--- src/hw/rtl/mst_pkg.sv ---
// Shared types and constants for the min-tracking stack.
package mst_pkg;

    // Field widths
    localparam int DATA_W = 32;
    localparam int WORD_W = DATA_W + 2;
    localparam int OP_W   = 2;
    localparam int STAT_W = 2;

    // Default number of stack entries
    localparam int DEFAULT_DEPTH = 256;

    // Minimum register value after reset
    localparam logic signed [DATA_W-1:0] MIN_RESET = 32'sh7FFF_FFFF;

    // Operation codes (code 3 acts as a read)
    localparam logic [OP_W-1:0] OP_PUSH = 2'd0;
    localparam logic [OP_W-1:0] OP_POP  = 2'd1;
    localparam logic [OP_W-1:0] OP_READ = 2'd2;

    // Result status codes
    localparam logic [STAT_W-1:0] STAT_OK         = 2'd0;
    localparam logic [STAT_W-1:0] STAT_POP_EMPTY  = 2'd1;
    localparam logic [STAT_W-1:0] STAT_PUSH_FULL  = 2'd2;

    // Controller states
    typedef enum logic [1:0] {
        S_IDLE,
        S_REFILL,
        S_EMIT
    } mst_state_t;

    // Controller to datapath commands
    typedef struct packed {
        logic accept;    // execute the input transfer
        logic refill;    // load cached top from memory read data
        logic load_out;  // capture result into output register
    } mst_cmd_t;

    // Datapath to controller status
    typedef struct packed {
        logic pop_refill;  // offered item is a pop on a non-empty stack
    } mst_stat_t;

endpackage

--- src/hw/rtl/mst_ctrl.sv ---
// Controller of the min-tracking stack: item sequencing and output valid.
module mst_ctrl
    import mst_pkg::*;
(
    input  logic      clk,
    input  logic      rst_n,
    input  logic      s_tvalid,
    output logic      s_tready,
    output logic      m_tvalid,
    input  logic      m_tready,
    input  mst_stat_t stat,
    output mst_cmd_t  cmd
);

    mst_state_t state_reg, state_next;
    logic       m_tvalid_reg, m_tvalid_next;
    logic       out_free;

    assign out_free = !m_tvalid_reg || m_tready;

    // State register and output valid
    always_ff @(posedge clk or negedge rst_n)
    begin
        if (!rst_n)
        begin
            state_reg    <= S_IDLE;
            m_tvalid_reg <= 1'b0;
        end
        else
        begin
            state_reg    <= state_next;
            m_tvalid_reg <= m_tvalid_next;
        end
    end

    // Next state and commands
    always_comb
    begin
        state_next   = state_reg;
        cmd          = '0;
        s_tready     = 1'b0;
        case (state_reg)
            S_IDLE:
            begin
                s_tready = 1'b1;
                if (s_tvalid)
                begin
                    cmd.accept = 1'b1;
                    state_next = stat.pop_refill ? S_REFILL : S_EMIT;
                end
            end
            S_REFILL:
            begin
                cmd.refill = 1'b1;
                state_next = S_EMIT;
            end
            S_EMIT:
            begin
                if (out_free)
                begin
                    cmd.load_out = 1'b1;
                    state_next   = S_IDLE;
                end
            end
            default:
            begin
                state_next = S_IDLE;
            end
        endcase
    end

    // Output valid: set on load, cleared on transfer
    always_comb
    begin
        if (cmd.load_out)
        begin
            m_tvalid_next = 1'b1;
        end
        else if (m_tready)
        begin
            m_tvalid_next = 1'b0;
        end
        else
        begin
            m_tvalid_next = m_tvalid_reg;
        end
    end

    assign m_tvalid = m_tvalid_reg;

endmodule

--- config.mk ---
export PLATFORM = sky130hd
export DESIGN_NAME = mst_ctrl
export DESIGN_NICKNAME = d
export VERILOG_FILES = /design/src/hw/rtl/mst_pkg.sv /design/src/hw/rtl/mst_ctrl.sv
export SDC_FILE = /design/constraint.sdc
export NUM_CORES = 1
export LEC_CHECK = 0
export ABC_AREA = 0
export ABC_CLOCK_PERIOD_IN_PS = 1100
export BUFFER_PORTS_ARGS = -buffer_cell sky130_fd_sc_hd__buf_2
export CAP_MARGIN = 20
export CELL_PAD_IN_SITES_DETAIL_PLACEMENT = 1
export CELL_PAD_IN_SITES_GLOBAL_PLACEMENT = 1
export CORE_AREA = 8 8 45 47
export CTS_BUF_LIST = sky130_fd_sc_hd__clkbuf_16
export CTS_CLUSTER_SIZE = 30
export DETAILED_ROUTE_END_ITERATION = 8
export DIE_AREA = 0 0 53 55
export PLACE_DENSITY = 0.36
export SYNTH_ARGS = -nofsm -noshare
export SYNTH_HDL_FRONTEND = slang
export SYNTH_SLANG_ARGS = --single-unit
--- constraint.sdc ---
create_clock -name clk -period 1.1 [get_ports clk]
set_input_delay 0.055 -clock clk [delete_from_list [all_inputs] [get_ports clk]]
set_output_delay 0.055 -clock clk [all_outputs]
set_load 0.005 [all_outputs]
# --- Word level (Yosys, flattened, before mapping) ---
# Cells that the tools add are included.
classes:
  n_reduce_logical: 5
  n_eq_ne: 4
  n_mux: 12
op_table:
  columns: ["operator", "n"]
  rows:
  - ["$mux W1", 8]
  - ["$mux W2", 3]
  - ["$pmux W2 S3", 1]
  - ["$ne A2 B2 Y1 const B", 2]
  - ["$eq A2 B1 Y1 const B", 1]
  - ["$eq A2 B2 Y1 const B", 1]
  - ["$logic_not A2 Y1", 1]
  - ["$reduce_and A2 Y1", 1]
  - ["$reduce_bool A2 Y1", 1]
  - ["$logic_not A1 Y1", 1]
  - ["$logic_or A1 B1 Y1", 1]
totals:
  out_inout_bits: 5
  word_cells: 23
  in_bits: 5
  reg_bits: 3

# --- Depth between registers and ports, before layout ---
logic_depth:
  word_depth: 5
  ltp_mapped: 3
  depth_no_buf: 2

# --- Worst setup path after synthesis ---
# Ideal clock, no wire load.
synth_path:
  path_kind: "register -> register"
  from: "register state_reg[0]"
  to: "register state_reg[1]"
  synth_period_minus_slack_ns: 0.932
  path_stages_with_launch: 3
  arrival_time_ns: 0.850
  setup_slack_ns: 0.168
  setup_time_ns: 0.082
  path_buffers: 0
  required_ns: 1.018
  path_cell_list: "dfrtp_1 or3b_1 a22oi_2"
synth_between:
  elab_chain_len: 3
  elab_cells_between_ends: 7
  cone_classes: "eq/ne (4); mux (1); reduce/logical (2)"
synth_rtl:
  columns: ["item", "line_no", "text"]
  rows:
  - ["start, declared", "mst_ctrl.sv:15", "mst_state_t state_reg, state_next;"]
  - ["start signal, assigned", "mst_ctrl.sv:31", "state_reg <= state_next;"]
  - ["$eq A2 B2 Y1 or $logic_not A2 Y1 (tied branches)", "mst_ctrl.sv:42", "case (state_reg)"]
  - ["$ne A2 B2 Y1 (no source line)", null, null]
  - ["$reduce_and A2 Y1 (no source line)", null, null]
# Parallel ways exist; a longest one is shown, timed or not.
# A chain may end at the register's enable or synchronous reset.

==> metrics.yaml <==
outcome:
  status: "complete, no violations"
synth:
  synth_area_per_cell_um2: 9.775
  yosysTopAreaCell: "dfrtp_1"
  yosys_register_bits: 3
  netlist.area_leader.share: 0.4800
  yosysWarnings: 0
  synthCells: 16
  seq_area_frac_synth: 0.4800
  syn-num-nets: 21
  synth_cell_type_count: 12
  syn_area_um2: 156.4
  synthTopCellsByArea: "dfrtp_1, a22oi_2, nand2b_1"
global_route:
  overflow: 0
  grt_max_degree: 5
  grt_pass1_vias: 199
  antenna_found_initial: 0
  grt_usage: 0.04262
  grt_pass1_wl_um: 814
sta:
  setup_viol: 0
  tightest_slew_ns: 0.1524
  drv_slew: 0
  skew_ns: 0.0009910
  final.setup.tns_ns: 0
  fin_ws_ns: 0.02347
  min_period_ns: 1.077
  fmax_mhz: 928.9
  hold_viol: 0
  period_share: 0.9787
  rsz0062_at_grt: "true"
  slew-limit-headroom: 0.8973
die:
  ios: 10
  die-area_um2: 2915
  die_width_um: 53
  core_um2: 1384
  die_height_um: 55
  rows: 14
  start_util: 0.1130
placed_design:
  post-place-ws_ns: 0.1251
  place_area_um2: 214.0
  dp_hpwl_um: 369.3
  dp.cells: 40
  port_buffers: 9
  gp_congestion: 0.5724
final_layout:
  final_cell_mix: "buf_2, inv_1, clkbuf_16"
  mostFrequentLayoutCell: "buf_2"
  areaGrowthSynthToFinish_pct: 111.2
  largest_reg_flops: 2
  fin_cells: 46
  design_area_um2: 330.3
  layout-drive-gt1-share: 0.6000
  finalNetCount: 36
  num_antenna_cells: 0
detailed_routing:
  ant_nets: 0
  drcViolationCount: 0
  routed_wl_um: 488
  wl_met3_um: 87
  drt_iter0_markers: 1
  dr_wl_met2_um: 171
  wl_met1_um: 229
  firstDrtPassIters: 2
  vias: 158
  vias_per_cell: 3.435
  highest_layer: "met3"
  wire_per_inst_um: 10.61
hold_path:
  hold_class: "input port to register"
cts:
  cts_buffer_depth: 2
  cts_tree: "done"
  h-tree-depth: 1
  clk_pin_slew_ns: 0.03
  clkLatencyLatePin_ns: 0.22
  cts_root_buf: "clkbuf_16"
  cts_buffers: 3
  clkSinkCount: 3
pwr:
  max-vdd-ir-drop_mv: 0.5604
  total_leakage_power_uw: 0.0001679
  power_density_nw_per_um2: 3227
critical_path:
  slowest_delay_ns: 0.41
  crit_fanout: 4
  worstPathArrival_ns: 1.02
  end_kind: "output pin"
  required_ns: 1.04
  path_cells: "nor2_4 -> and2_1 -> buf_2"
  crit_path_start_kind: "register"
  path_class: "register to output pin"
  crit_slowest_cell: "dfrtp_1"
run:
  maxCapViolations: 0
final cells by class:
class                           count  area, µm²
Clock buffer                        3      75.07
Multi-Input combinational cell     10      85.08
Timing Repair Buffer               11      62.56
Tap cell                           16      20.02
Clock inverter                      1      3.754
Inverter                            2      7.507
Fill cell                         158       1054
Sequential cell                     3      76.32
layer usage:
metal | up-vias | track usage
li1 | 78 | -
met1 | 70 | 0.04407
met2 | 10 | 0.04297
met3 | 0 | 0.04011
met4 | 0 | 0.05172
met5 | - | 0
through the flow:
stage	power [µW]	utilization	hold slack [ns]
after floorplan	327.8	-	-0.2406
after global placement	414.6	0.1546	-0.1421
after detailed placement	414.5	0.1546	-0.1428
after CTS	1018	0.2242	0.07644
after global routing	1126	0.2387	0.09473
final	1066	0.2387	0.07311
where the power goes:
group,internal [µW],total (µW),switching (µW)
Combinational,160,275,116
Sequential,159,225,66.7
Clock,468,565,96.8
synth_stat cells (all sizes together):
library cell  count
dfrtp             3
inv               2
nand2b            2
a21oi             1
a22oi             1
and2              1
and3              1
buf               1
nor2              1
nor2b             1
o21ai             1
or3b              1
what timing repair did:
action,CTS,global route
pin swaps,0,0
setup buffers,0,1
hold endpoints to repair,3,0
endpoints found under the setup margin,1,2
gates resized for setup,2,3
hold buffers,1,0
worst paths after layout:
| check | to | cells after the start | slack [ns] | startpoint |
|---|---|---|---|---|
| hold / removal | m_tvalid | 2 | 0.07 | m_tready |
| hold reg to reg | m_tvalid | 2 | 0.58 | m_tvalid |
| max in group asynchronous | state_reg[1] | 2 | 0.81 | rst_n |
| min in group asynchronous | state_reg[0] | 2 | 0.17 | rst_n |
| setup reg to reg | state_reg[1] | 2 | 0.07 | state_reg[0] |
| setup / recovery | cmd[2] | 3 | 0.02 | state_reg[0] |
worst max-delay path: cells and delay by family (launching register included):
kind          cells  cell delay (ns)
buf+inv           1             0.11
simple gates      2             0.28
flops             1             0.41
logic make-up after synthesis:
logic type | synth area share
AOI/OAI and AO/OA | 0.1439
buffers and inverters | 0.09604
DFF | 0.4800
and+or+nand+nor | 0.2801
(Power assumes the default switching activity.)
